[src/rtl/izcs_pkg.sv]
// ----------------------------------------------------------------------------
// izcs_pkg
// Types and constants shared by the integer zoom scaler controller, datapath
// and top level.
// ----------------------------------------------------------------------------
package izcs_pkg;

  localparam int PIX_W      = 8;
  localparam int ADDR_W     = 24;
  localparam int ZOOM_W     = 4;
  localparam int SRC_W      = 9;
  localparam int DST_W      = 12;
  localparam int CFG_W      = 12;
  localparam int CFG_IDX_W  = 3;
  localparam int IN_DATA_W  = 3 * PIX_W;
  localparam int OUT_DATA_W = ADDR_W + 3 * PIX_W;

  // Reset values of the configuration registers
  localparam logic [ZOOM_W-1:0] ZOOM_RST   = 4'd1;
  localparam logic [SRC_W-1:0]  SRC_W_RST  = 9'd240;
  localparam logic [SRC_W-1:0]  SRC_H_RST  = 9'd160;
  localparam logic [DST_W-1:0]  DST_W_RST  = 12'd240;
  localparam logic [DST_W-1:0]  DST_H_RST  = 12'd160;

  typedef enum logic [CFG_IDX_W-1:0] {
    REG_ZOOM       = 3'd0,
    REG_SRC_WIDTH  = 3'd1,
    REG_SRC_HEIGHT = 3'd2,
    REG_DST_WIDTH  = 3'd3,
    REG_DST_HEIGHT = 3'd4
  } cfg_reg_t;

  // Commands from the controller to the datapath
  typedef struct packed {
    logic capture;   // take the pixel, snapshot and advance the counters
    logic base;      // form the block origin
    logic mul;       // form the row and column address terms
    logic sum;       // form the first write address
    logic emit;      // load one write into the output register
  } dp_cmd_t;

  // Status from the datapath to the controller
  typedef struct packed {
    logic last_col;  // current write is the last of its row in the block
    logic last_row;  // current write lies in the last row of the block
    logic out_free;  // output register can take a write this cycle
  } dp_status_t;

endpackage

[src/rtl/izcs_ctrl.sv]
// ----------------------------------------------------------------------------
// izcs_ctrl
// Sequencer for the scaler: accept a pixel, run the address setup steps,
// then step through the zoom x zoom block of writes.
// ----------------------------------------------------------------------------
module izcs_ctrl (
  input  logic                 clk,
  input  logic                 rst,
  input  logic                 s_tvalid,
  output logic                 s_tready,
  input  izcs_pkg::dp_status_t status,
  output izcs_pkg::dp_cmd_t    cmd
);
  import izcs_pkg::*;

  typedef enum logic [4:0] {
    ST_IDLE = 5'b00001,
    ST_BASE = 5'b00010,
    ST_MUL  = 5'b00100,
    ST_SUM  = 5'b01000,
    ST_EMIT = 5'b10000
  } state_t;

  state_t state;
  state_t state_next;

  always_ff @(posedge clk) begin
    if (rst) begin
      state <= ST_IDLE;
    end else begin
      state <= state_next;
    end
  end

  always_comb begin
    state_next  = state;
    cmd         = '0;
    s_tready    = 1'b0;
    case (state)
      ST_IDLE: begin
        s_tready = 1'b1;
        if (s_tvalid) begin
          cmd.capture = 1'b1;
          state_next  = ST_BASE;
        end
      end
      ST_BASE: begin
        cmd.base   = 1'b1;
        state_next = ST_MUL;
      end
      ST_MUL: begin
        cmd.mul    = 1'b1;
        state_next = ST_SUM;
      end
      ST_SUM: begin
        cmd.sum    = 1'b1;
        state_next = ST_EMIT;
      end
      ST_EMIT: begin
        // hold while the output register is still occupied
        if (status.out_free) begin
          cmd.emit = 1'b1;
          if (status.last_col && status.last_row) begin
            state_next = ST_IDLE;
          end
        end
      end
      default: begin
        state_next = ST_IDLE;
      end
    endcase
  end

endmodule

[src/rtl/izcs_datapath.sv]
// ----------------------------------------------------------------------------
// izcs_datapath
// Configuration registers, source position counters, centring geometry,
// write address stepping and the output register.
// ----------------------------------------------------------------------------
module izcs_datapath #(
  parameter int MAX_ZOOM       = 8,
  parameter int MAX_SOURCE_DIM = 256,
  parameter int MAX_DEST_DIM   = 2048
) (
  input  logic                                 clk,
  input  logic                                 rst,
  input  logic                                 cfg_we,
  input  logic [izcs_pkg::CFG_IDX_W-1:0]       cfg_index,
  input  logic [izcs_pkg::CFG_W-1:0]           cfg_wdata,
  input  logic [izcs_pkg::IN_DATA_W-1:0]       s_tdata,
  input  izcs_pkg::dp_cmd_t                    cmd,
  output izcs_pkg::dp_status_t                 status,
  output logic                                 m_tvalid,
  input  logic                                 m_tready,
  output logic [izcs_pkg::OUT_DATA_W-1:0]      m_tdata,
  output logic                                 m_tuser,
  output logic                                 m_tlast
);
  import izcs_pkg::*;

  localparam int CNT_W = (MAX_SOURCE_DIM > 1) ? $clog2(MAX_SOURCE_DIM) : 1;
  localparam int ZI_W  = (MAX_ZOOM > 1) ? $clog2(MAX_ZOOM) : 1;
  localparam int CRD_W = $clog2(MAX_DEST_DIM + MAX_SOURCE_DIM * MAX_ZOOM) + 2;
  localparam int CMP_W = (CNT_W + 1 > SRC_W) ? CNT_W + 1 : SRC_W;

  // Configuration registers
  logic [ZOOM_W-1:0] zoom;
  logic [SRC_W-1:0]  src_w;
  logic [SRC_W-1:0]  src_h;
  logic [DST_W-1:0]  dst_w;
  logic [DST_W-1:0]  dst_h;

  always_ff @(posedge clk) begin
    if (rst) begin
      zoom  <= ZOOM_RST;
      src_w <= SRC_W_RST;
      src_h <= SRC_H_RST;
      dst_w <= DST_W_RST;
      dst_h <= DST_H_RST;
    end else if (cfg_we) begin
      case (cfg_reg_t'(cfg_index))
        REG_ZOOM:       zoom  <= cfg_wdata[ZOOM_W-1:0];
        REG_SRC_WIDTH:  src_w <= cfg_wdata[SRC_W-1:0];
        REG_SRC_HEIGHT: src_h <= cfg_wdata[SRC_W-1:0];
        REG_DST_WIDTH:  dst_w <= cfg_wdata[DST_W-1:0];
        REG_DST_HEIGHT: dst_h <= cfg_wdata[DST_W-1:0];
        default: ;
      endcase
    end
  end

  // Clamp the registers into their working ranges
  logic [ZOOM_W-1:0] zoom_c;
  logic [SRC_W-1:0]  src_w_c;
  logic [SRC_W-1:0]  src_h_c;
  logic [DST_W-1:0]  dst_w_c;
  logic [DST_W-1:0]  dst_h_c;

  always_comb begin
    if (zoom == '0) begin
      zoom_c = ZOOM_W'(1);
    end else if (int'(zoom) > MAX_ZOOM) begin
      zoom_c = ZOOM_W'(MAX_ZOOM);
    end else begin
      zoom_c = zoom;
    end
    if (src_w == '0) begin
      src_w_c = SRC_W'(1);
    end else if (int'(src_w) > MAX_SOURCE_DIM) begin
      src_w_c = SRC_W'(MAX_SOURCE_DIM);
    end else begin
      src_w_c = src_w;
    end
    if (src_h == '0) begin
      src_h_c = SRC_W'(1);
    end else if (int'(src_h) > MAX_SOURCE_DIM) begin
      src_h_c = SRC_W'(MAX_SOURCE_DIM);
    end else begin
      src_h_c = src_h;
    end
    dst_w_c = (int'(dst_w) > MAX_DEST_DIM) ? DST_W'(MAX_DEST_DIM) : dst_w;
    dst_h_c = (int'(dst_h) > MAX_DEST_DIM) ? DST_W'(MAX_DEST_DIM) : dst_h;
  end

  // Centring offsets, halved toward zero
  logic signed [CRD_W-1:0] span_x, span_y, diff_x, diff_y, adj_x, adj_y;

  always_comb begin
    span_x = $signed(CRD_W'(src_w_c)) * $signed(CRD_W'(zoom_c));
    span_y = $signed(CRD_W'(src_h_c)) * $signed(CRD_W'(zoom_c));
    diff_x = $signed(CRD_W'(dst_w_c)) - span_x;
    diff_y = $signed(CRD_W'(dst_h_c)) - span_y;
    adj_x  = diff_x + $signed(CRD_W'(diff_x[CRD_W-1]));
    adj_y  = diff_y + $signed(CRD_W'(diff_y[CRD_W-1]));
  end

  // Geometry, refreshed every cycle from the configuration
  logic [ZOOM_W-1:0]       zoom_q;
  logic signed [CRD_W-1:0] off_x, off_y, dst_wx, dst_hx;
  logic [ADDR_W-1:0]       row_step;

  always_ff @(posedge clk) begin
    zoom_q   <= zoom_c;
    off_x    <= adj_x >>> 1;
    off_y    <= adj_y >>> 1;
    dst_wx   <= $signed(CRD_W'(dst_w_c));
    dst_hx   <= $signed(CRD_W'(dst_h_c));
    row_step <= ADDR_W'(dst_w_c) + (ADDR_W'(dst_w_c) << 1);
  end

  // Source position counters
  logic [CNT_W-1:0] src_col, src_row;
  logic [CNT_W-1:0] snap_col, snap_row;
  logic             col_wrap, row_wrap;

  assign col_wrap = (CMP_W'(src_col) + CMP_W'(1)) >= CMP_W'(src_w_c);
  assign row_wrap = (CMP_W'(src_row) + CMP_W'(1)) >= CMP_W'(src_h_c);

  always_ff @(posedge clk) begin
    if (rst) begin
      src_col <= '0;
      src_row <= '0;
    end else if (cmd.capture) begin
      if (col_wrap) begin
        src_col <= '0;
        src_row <= row_wrap ? '0 : src_row + CNT_W'(1);
      end else begin
        src_col <= src_col + CNT_W'(1);
      end
    end
  end

  // Address setup and block stepping
  logic [IN_DATA_W-1:0]    pixel;
  logic signed [CRD_W-1:0] base_x, base_y, cur_x, cur_y;
  logic [ADDR_W-1:0]       base_x_ext, base_y_ext;
  logic [ADDR_W-1:0]       row_term, col_term, addr, row_addr;
  logic [ZI_W-1:0]         dx, dy, zoom_last;
  logic                    in_bounds;

  assign base_x_ext = ADDR_W'(base_x);
  assign base_y_ext = ADDR_W'(base_y);
  assign zoom_last  = ZI_W'(zoom_q - ZOOM_W'(1));

  assign in_bounds = !cur_x[CRD_W-1] && (cur_x < dst_wx) &&
                     !cur_y[CRD_W-1] && (cur_y < dst_hx);

  assign status.last_col = (dx == zoom_last);
  assign status.last_row = (dy == zoom_last);
  assign status.out_free = !m_tvalid || m_tready;

  always_ff @(posedge clk) begin
    if (cmd.capture) begin
      pixel    <= s_tdata;
      snap_col <= src_col;
      snap_row <= src_row;
    end
    if (cmd.base) begin
      base_x <= off_x + $signed(CRD_W'(snap_col)) * $signed(CRD_W'(zoom_q));
      base_y <= off_y + $signed(CRD_W'(snap_row)) * $signed(CRD_W'(zoom_q));
    end
    if (cmd.mul) begin
      // modulo 2^24 arithmetic: in-bounds addresses come out exact
      row_term <= base_y_ext * row_step;
      col_term <= base_x_ext + (base_x_ext << 1);
    end
    if (cmd.sum) begin
      addr     <= row_term + col_term;
      row_addr <= row_term + col_term;
      cur_x    <= base_x;
      cur_y    <= base_y;
      dx       <= '0;
      dy       <= '0;
    end else if (cmd.emit) begin
      if (status.last_col) begin
        dx       <= '0;
        dy       <= dy + ZI_W'(1);
        cur_x    <= base_x;
        cur_y    <= cur_y + CRD_W'(1);
        row_addr <= row_addr + row_step;
        addr     <= row_addr + row_step;
      end else begin
        dx    <= dx + ZI_W'(1);
        cur_x <= cur_x + CRD_W'(1);
        addr  <= addr + ADDR_W'(3);
      end
    end
  end

  // Output register
  always_ff @(posedge clk) begin
    if (rst) begin
      m_tvalid <= 1'b0;
    end else if (cmd.emit) begin
      m_tvalid <= 1'b1;
    end else if (m_tready) begin
      m_tvalid <= 1'b0;
    end
  end

  always_ff @(posedge clk) begin
    if (cmd.emit) begin
      m_tdata <= {pixel, (in_bounds ? addr : ADDR_W'(0))};
      m_tuser <= in_bounds;
      m_tlast <= status.last_col && status.last_row;
    end
  end

endmodule

[src/rtl/integer_zoom_centered_scaler.sv]
// ----------------------------------------------------------------------------
// integer_zoom_centered_scaler
// Writes: the first write of a pixel is offered after the origin, multiply and
//   sum setup steps; the rest follow one per cycle while the sink keeps up.
// Pixels: a new source pixel is taken only once the final write of the last
//   block is loaded; the block stepping loop loads one write per cycle.
// Reset: synchronous; counters to zero, registers to zoom 1, 240x160 source,
//   240x160 destination. No clearing pass.
// ----------------------------------------------------------------------------
module integer_zoom_centered_scaler #(
  parameter int MAX_ZOOM       = 8,
  parameter int MAX_SOURCE_DIM = 256,
  parameter int MAX_DEST_DIM   = 2048
) (
  input  logic                              clk,
  input  logic                              rst,
  // Configuration write port
  input  logic                              cfg_we,
  input  logic [izcs_pkg::CFG_IDX_W-1:0]    cfg_index,
  input  logic [izcs_pkg::CFG_W-1:0]        cfg_wdata,
  // Source pixel stream
  input  logic                              s_tvalid,
  output logic                              s_tready,
  input  logic [izcs_pkg::IN_DATA_W-1:0]    s_tdata,   // red_in, green_in, blue_in
  // Destination write stream
  output logic                              m_tvalid,
  input  logic                              m_tready,
  output logic [izcs_pkg::OUT_DATA_W-1:0]   m_tdata,   // byte_address, red_out,
                                                       // green_out, blue_out
  output logic                              m_tuser,   // write_enable
  output logic                              m_tlast    // last_write
);
  import izcs_pkg::*;

  // The controller sequences each pixel: accept in idle, then origin,
  // multiply and sum steps to form the first write address, then one write
  // per cycle across the block, row by row. The datapath steps the address
  // by three bytes along a row and by one destination line between rows,
  // so no multiply is needed per write. A write is only loaded when the
  // output register is empty or being drained; the input side takes the
  // next pixel while the final write of the last one still waits.
  dp_cmd_t    cmd;
  dp_status_t status;

  izcs_ctrl u_ctrl (
    .clk      (clk),
    .rst      (rst),
    .s_tvalid (s_tvalid),
    .s_tready (s_tready),
    .status   (status),
    .cmd      (cmd)
  );

  izcs_datapath #(
    .MAX_ZOOM       (MAX_ZOOM),
    .MAX_SOURCE_DIM (MAX_SOURCE_DIM),
    .MAX_DEST_DIM   (MAX_DEST_DIM)
  ) u_datapath (
    .clk       (clk),
    .rst       (rst),
    .cfg_we    (cfg_we),
    .cfg_index (cfg_index),
    .cfg_wdata (cfg_wdata),
    .s_tdata   (s_tdata),
    .cmd       (cmd),
    .status    (status),
    .m_tvalid  (m_tvalid),
    .m_tready  (m_tready),
    .m_tdata   (m_tdata),
    .m_tuser   (m_tuser),
    .m_tlast   (m_tlast)
  );

  // At most one datapath command in any cycle
  a_cmd_onehot: assert property (@(posedge clk) disable iff (rst)
    $onehot0(cmd))
    else $error("more than one datapath command at once");

  // No write is produced in the cycle after a pixel request is taken
  a_no_early_emit: assert property (@(posedge clk) disable iff (rst)
    (s_tvalid && s_tready) |=> !cmd.emit)
    else $error("write emitted during address setup");

  // Once the final write of a block is loaded, the next request can be taken
  a_back_to_idle: assert property (@(posedge clk) disable iff (rst)
    (cmd.emit && status.last_col && status.last_row) |=> s_tready)
    else $error("controller did not return to idle after the block");

  // Out-of-bounds writes carry address zero
  a_oob_addr_zero: assert property (@(posedge clk) disable iff (rst)
    (m_tvalid && !m_tuser) |-> (m_tdata[ADDR_W-1:0] == '0))
    else $error("disabled write with non-zero address");

endmodule
[config.mk]
export PLATFORM = sky130hd
export DESIGN_NAME = integer_zoom_centered_scaler
export DESIGN_NICKNAME = d
export VERILOG_FILES = /design/src/rtl/izcs_pkg.sv /design/src/rtl/izcs_ctrl.sv /design/src/rtl/izcs_datapath.sv /design/src/rtl/integer_zoom_centered_scaler.sv
export SDC_FILE = /design/constraint.sdc
export NUM_CORES = 1
export LEC_CHECK = 0
export ABC_AREA = 0
export BUFFER_PORTS_ARGS = -buffer_cell sky130_fd_sc_hd__buf_2
export CORE_MARGIN = 5
export CORE_UTILIZATION = 45
export DETAILED_ROUTE_END_ITERATION = 10
export GPL_TIMING_DRIVEN = 0
export PLACE_DENSITY = 0.73
export SLEW_MARGIN = 20
export SYNTH_ARGS = -nofsm -noshare
export SYNTH_HDL_FRONTEND = slang
export SYNTH_SLANG_ARGS = --single-unit
[constraint.sdc]
create_clock -name clk -period 7.12 [get_ports clk]
set_input_delay 0.356 -clock clk [delete_from_list [all_inputs] [get_ports clk]]
set_output_delay 0.356 -clock clk [all_outputs]
set_load 0.005 [all_outputs]
Word level (Yosys, flattened, before mapping)
Cells that the tools add are included.

word-level totals
  memories kept = 0
  register bits = 394
  word-level logic and storage cells = 141
  input bits = 44
  bits in latches = 0
  bits in read-only memories = 0
  RAM bits = 0

operators by class
  div/mod/pow operators = 0
  mux-type cells = 37
  reductions and logical operators = 24
  $mul = 5
  bitwise logic cells = 0
  $add $sub $neg = 20
  shift operators = 0
  magnitude comparators = 9
  eq/ne operators = 14

operators with widths
  cell                                                   count
  2-to-1 mux 24 bit                                      6
  2-to-1 mux 14 bit                                      6
  adder 24 bit                                           2
  2-to-1 mux 9 bit                                       4
  adder 13 x 13 -> 14 bit                                2
  adder 14 x 2 -> 14 bit                                 2
  adder 14 x 2 -> 14 bit, second input constant          2
  less-than comparator 14 x 13 -> 1 bit                  2
  subtractor 13 x 14 -> 14 bit                           2
  multiplier 9 x 4 -> 13 bit                             2
  case mux 5 bit (5 select lines)                        1
  adder 24 x 2 -> 24 bit, second input constant          1
  greater-than comparator 12 bit, second input constant  2
  multiplier 14 x 24 -> 24 bit                           1
  multiplier 8 x 4 -> 12 bit                             2
  2-to-1 mux 12 bit                                      2
  adder 8 x 1 -> 9 bit, second input constant            2
  greater-or-equal comparator 9 bit                      2
  greater-than comparator 9 bit, second input constant   2
  zero test 9 bit                                        2
  adder 14 x 15 -> 16 bit                                1
  adder 8 x 1 -> 8 bit, second input constant            2
  2-to-1 mux 8 bit                                       2
  AND reduction 2 bit                                    8
  other kinds (26)                                       49

Depth between registers and ports, before layout
  depth in word-level cells = 6
  mapped depth = 28

By module
Synthesis repeated with hierarchy kept, for this count alone.

second synthesis, totals
  cells, all modules = 3,172
  area, all modules = 30,088.9 um^2

modules (own cells, without submodules)
  module         cells each  area each (um^2)  times used
  izcs_datapath  3,138       29,779.8          1
  izcs_ctrl      34          309.0             1

Worst setup path before layout
OpenSTA, ideal clock, no wires.

  path type = reg2reg
  start point = register u_datapath.base_y[4]
  end point = register u_datapath.row_term[23], data pin
  data required time = 6.860 ns
  data arrival time = 5.694 ns
  setup slack = 1.166 ns
  period minus slack after synthesis = 5.954 ns
  cell stages (with the launch flop) = 23
  setup time = 0.260 ns
  cells stage by stage = edfxtp_1 -> clkbuf_1 -> nand2_1 -> fa_1 -> inv_1 -> fa_1 -> inv_1 -> fa_1 -> inv_1 -> ha_1 -> inv_1 -> fa_1 -> inv_1 -> fa_1 -> ha_1 -> o21a_1 -> a2111oi_2 -> nor3_1 -> or2_2 -> a2111oi_2 -> o21bai_1 -> a21oi_1 -> xnor2_1

between the ends
  cells in the longest elaborated chain, start to end = 1

ends and longest elaborated chain
  what                          line                  RTL
  from (decl)                   izcs_datapath.sv:141  logic signed [CRD_W-1:0] base_x, base_y, cur_x, cur_y;
  from (signal assigned)        izcs_datapath.sv:166  base_y <= off_y + $signed(CRD_W'(snap_row)) * $signed(CRD_W'(zoom_q));
  multiplier 14 x 24 -> 24 bit  izcs_datapath.sv:170  row_term <= base_y_ext * row_step;
  to (signal assigned)          izcs_datapath.sv:170
  to (decl)                     izcs_datapath.sv:143  logic [ADDR_W-1:0] row_term, col_term, addr, row_addr;

Every way passes these cells.
A chain may end at the register's enable or synchronous reset.

Final worst setup path
  start point = register u_datapath.row_step[4]
  end point = register u_datapath.row_term[23], data pin

between the ends
  cells in the longest elaborated chain, start to end = 1

ends and longest elaborated chain
  what                          line                  RTL
  from (decl)                   izcs_datapath.sv:106  logic [ADDR_W-1:0] row_step;
  from (signal assigned)        izcs_datapath.sv:114  row_step <= ADDR_W'(dst_w_c) + (ADDR_W'(dst_w_c) << 1);
  multiplier 14 x 24 -> 24 bit  izcs_datapath.sv:170

Every way passes these cells.

==> key figures <==
Run status
  • Outcome: complete, no violations

Synth
  • Yosys warning total: 0
  • Post-synthesis net count: 3631
  • Main flop type after synthesis: edfxtp_1
  • Netlist cell types: 80
  • Async set-or-reset flop fraction in the synthesized netlist: 0%
  • Number of synthesized register bits: 375
  • Post-synth EDFFs: 234
  • Synth area leaders: edfxtp_1, fa_1, ha_1
  • Seq/Total Area, Yosys: 33.23%
  • Top-area cell type share of the netlist area: 23.70%
  • Leading area contributor after synthesis: edfxtp_1
  • Post-synthesis cell area: 29640 um^2
  • Post-Syn Area per Cell: 9.609 um^2
  • Cells after Synth: 3085

Power
  • LEAKAGE: 0.01464 uW
  • Worst VDD drop: 0.2502 mV
  • Pwr dens: 281.1 nW/um^2
  • Design Power: 9335 uW

CTS
  • Resize count post-CTS: 0
  • Clk Latency, worst-skew pair: 0.59 ns
  • Reg clk slew, reported paths: 0.06 ns
  • Buffer levels on the longest clock path: 3
  • CTS sink count: 375
  • CTS Buf Count: 44
  • H-tree levels: 2
  • Clock Root Buffer: clkbuf_16
  • Post-CTS setup buffer count: 0
  • CTS tree: built
  • Hold Buf Count CTS: 24

Worst hold path
  • Hold path cells: 3
  • Worst hold path class: in2reg

Placement
  • Placed cell areas: 31420 um^2
  • Placed instance count: 4055
  • Final Wtd Congestion: 0.9377
  • Placed wire-length estimate: 57.55 mm
  • PortBufs: 94

Worst setup path
  • Crit path DAT: 7.04 ns
  • Setup Crit Path Kind: reg2reg
  • R2r endpoint: u_datapath.row_term[23]
  • RR Startpoint: u_datapath.row_step[4]
  • Worst setup EP type: flop
  • Worst-path maximum fanout: 10
  • R2R setup slack: 0.40 ns
  • Crit path required time: 7.43 ns
  • Register-to-Register Path Depth: 22
  • CP endpoint: u_datapath.row_term[23]
  • CP Launch Type: flop
  • CP startpoint: u_datapath.row_step[4]

STA
  • Tmin final: 6.724 ns
  • Unrepaired setup endpoints after global routing: no
  • Slew @ Worst Pin: 0.8682 ns
  • Relative slew slack: 41.58%
  • Crit share post-route: 94.44%
  • Setup Skew: 0.02126 ns
  • Final Hold Slack: 0.07793 ns
  • Final slew viol count: 0
  • Final setup viols: 0
  • Fmax: 148.7 MHz
  • Hold Vio Cnt, Final: 0

Detailed routing
  • Via density: 5.365
  • WL/cell: 17.42 um
  • Remaining routing DRC violations: 0
  • Total routed wirelength: 72.50 mm
  • First DRT Iteration DRCs: 1697
  • Via Count: 22.33k
  • DRT Pass-1 Iters: 6
  • Antenna viol nets, final: 0

Final layout
  • Fin cells: 4162
  • Final Util: 50.69%
  • Most frequent cells in the layout: nand2_1, inv_1, ha_1, edfxtp_1, nor2_1
  • Fill cell count: 5899
  • Commonest non-fill, non-tap cell in the layout: nand2_1
  • Synth-to-Final Area Change: 12.02%
  • Layout cells sized above 1: 6.703%
  • Final nets: 3807
  • Final instance area: 33210 um^2

Die
  • Core box area: 65510 um^2
  • Initial Util: 45.25%
  • Io pins: 96
  • Die Wd: 266.7 um
  • Die Ht: 266.7 um
  • Die area: 71110 um^2
  • Row cnt: 94

Global route
  • Initial antenna violation count: 3
  • Vias in the first global route: 22.25k
  • All-layer global routing usage: 20.17%
  • First-pass GRT wire length: 116.0 mm
  • Largest net degree at the start of global routing: 34
  • Congestion Overflow GR: 0

Flow run
  • Max cap viols: 0
-- worst min-delay path by stage --
| stage | slack (ns) | start | to |
|---|---|---|---|
| 6_report | 0.08 | cfg_wdata[11] | u_datapath.dst_h[11] |
| 2_1_floorplan | 0.40 | u_datapath.pixel[0] | u_datapath.m_tdata[24] |
| 4_1_cts | 0.05 | cfg_wdata[11] | u_datapath.dst_h[11] |
| 5_1_grt | 0.08 | cfg_wdata[11] | u_datapath.dst_h[11] |
| 3_5_place_dp | 0.41 | u_datapath.pixel[21] | u_datapath.m_tdata[45] |
| 3_3_place_gp | 0.40 | u_datapath.pixel[10] | u_datapath.m_tdata[34] |
-- synthesized netlist by cell type, types with 4 or more instances --
library cell / count
dfxtp_1: 141
nand4_1: 23
a21oi_1: 165
a211o_1: 9
o21a_1: 31
nor2_1: 200
a21o_1: 52
nand3b_1: 19
and3_1: 47
a21bo_2: 4
nor4_1: 8
nand2b_1: 35
or3_1: 11
or2_2: 8
o211a_1: 6
xnor2_1: 161
nor3_1: 38
a22o_1: 9
or4_1: 4
a31oi_1: 12
and2_1: 114
xor2_1: 77
o21ai_1: 4
clkbuf_1: 84
o41ai_1: 6
nor3b_1: 23
nor2b_1: 39
o2111ai_1: 5
and4_1: 6
buf_1: 8
inv_1: 338
nand2_1: 367
a21boi_0: 5
fa_1: 198
edfxtp_1: 234
o21ai_0: 108
mux2i_1: 15
o22ai_1: 5
nand3_1: 69
o21bai_1: 26
o211ai_1: 6
ha_1: 304
a211oi_1: 7
-- metrics by stage --
step	TNS (ns)	setup WS, ns
after floorplan	0	1.166
after global placement	-30.60	-0.5960
after detailed placement	0	0.4365
after CTS	0	0.4221
after global routing	0	0.03887
final	0	0.3955
-- state kept, by name, indices dropped and copies added, names as in the netlist, 13 cells and up --
register	cells
u_datapath.addr	24
u_datapath.row_step	13
u_datapath.off_y	13
u_datapath.base_y	14
u_datapath.m_tdata	48
u_datapath.off_x	13
u_datapath.row_term	24
u_datapath.row_addr	24
u_datapath.col_term	16
u_datapath.cur_x	14
u_datapath.pixel	24
u_datapath.base_x	14
u_datapath.cur_y	14
-- where the power goes --
| part | switching (uW) | leakage [uW] | internal [uW] |
|---|---|---|---|
| Clock | 987 | 0.000730 | 1400 |
| Sequential | 116 | 0.00327 | 2680 |
| Combinational | 2400 | 0.0106 | 1750 |
-- area by class of cell --
class                      instances  area (um^2)  share of cell area [%]
sequential                       375         9849                   29.66
timing repair buffer             130        893.4                   2.690
buffer                            93        352.8                   1.063
multi-input combinational       2278        18200                   54.82
antenna                            1        2.502                0.007536
inverter                         339         1276                   3.843
clock buffer                      52         1192                   3.591
tap                              864         1081                   3.256
clock inverter                    30        355.3                   1.070
-- logic make-up (layout without fill, tap and decap cells) --
kind of cell | after synthesis | after routing | synth area share (%)
flip-flops | 375 | 375 | 33.23
adder cells (fa/ha/maj) | 502 | 502 | 26.20
AO/OA/AOI/OAI | 499 | 499 | 10.75
XOR/XNOR | 238 | 238 | 7.032
multiplexers | 17 | 17 | 0.5825
AND/OR/NAND/NOR | 1022 | 1022 | 16.72
other | 0 | 1 | 0
buffers and inverters | 432 | 644 | 5.483
-- metal layers --
layer / global-route usage (%) / vias to the layer above / part of all wire [%]
met2: 33.78 / 713 / 48
met4: 7.655 / 2 / 4.2
met3: 3.586 / 192 / 6.9
met5: 0 / - / 0.0097
met1: 26.23 / 10604 / 41
li1: - / 10819 / -
-- critical path: stages, from the launching register on --
cell and delay, ns:
dfxtp_1 0.57, clkbuf_1 0.44, nand2_1 0.15, fa_1 0.56
inv_1 0.05, fa_1 0.52, inv_1 0.05, fa_1 0.49
inv_1 0.04, ha_1 0.27, inv_1 0.05, fa_1 0.54
inv_1 0.06, fa_1 0.48, ha_1 0.33, o21a_1 0.16
a2111oi_2 0.46, nor3_1 0.15, or2_2 0.38, a2111oi_2 0.31
o21bai_1 0.11, a21oi_1 0.18, xnor2_1 0.10
No activity file was read; power rests on OpenSTA's default activity.
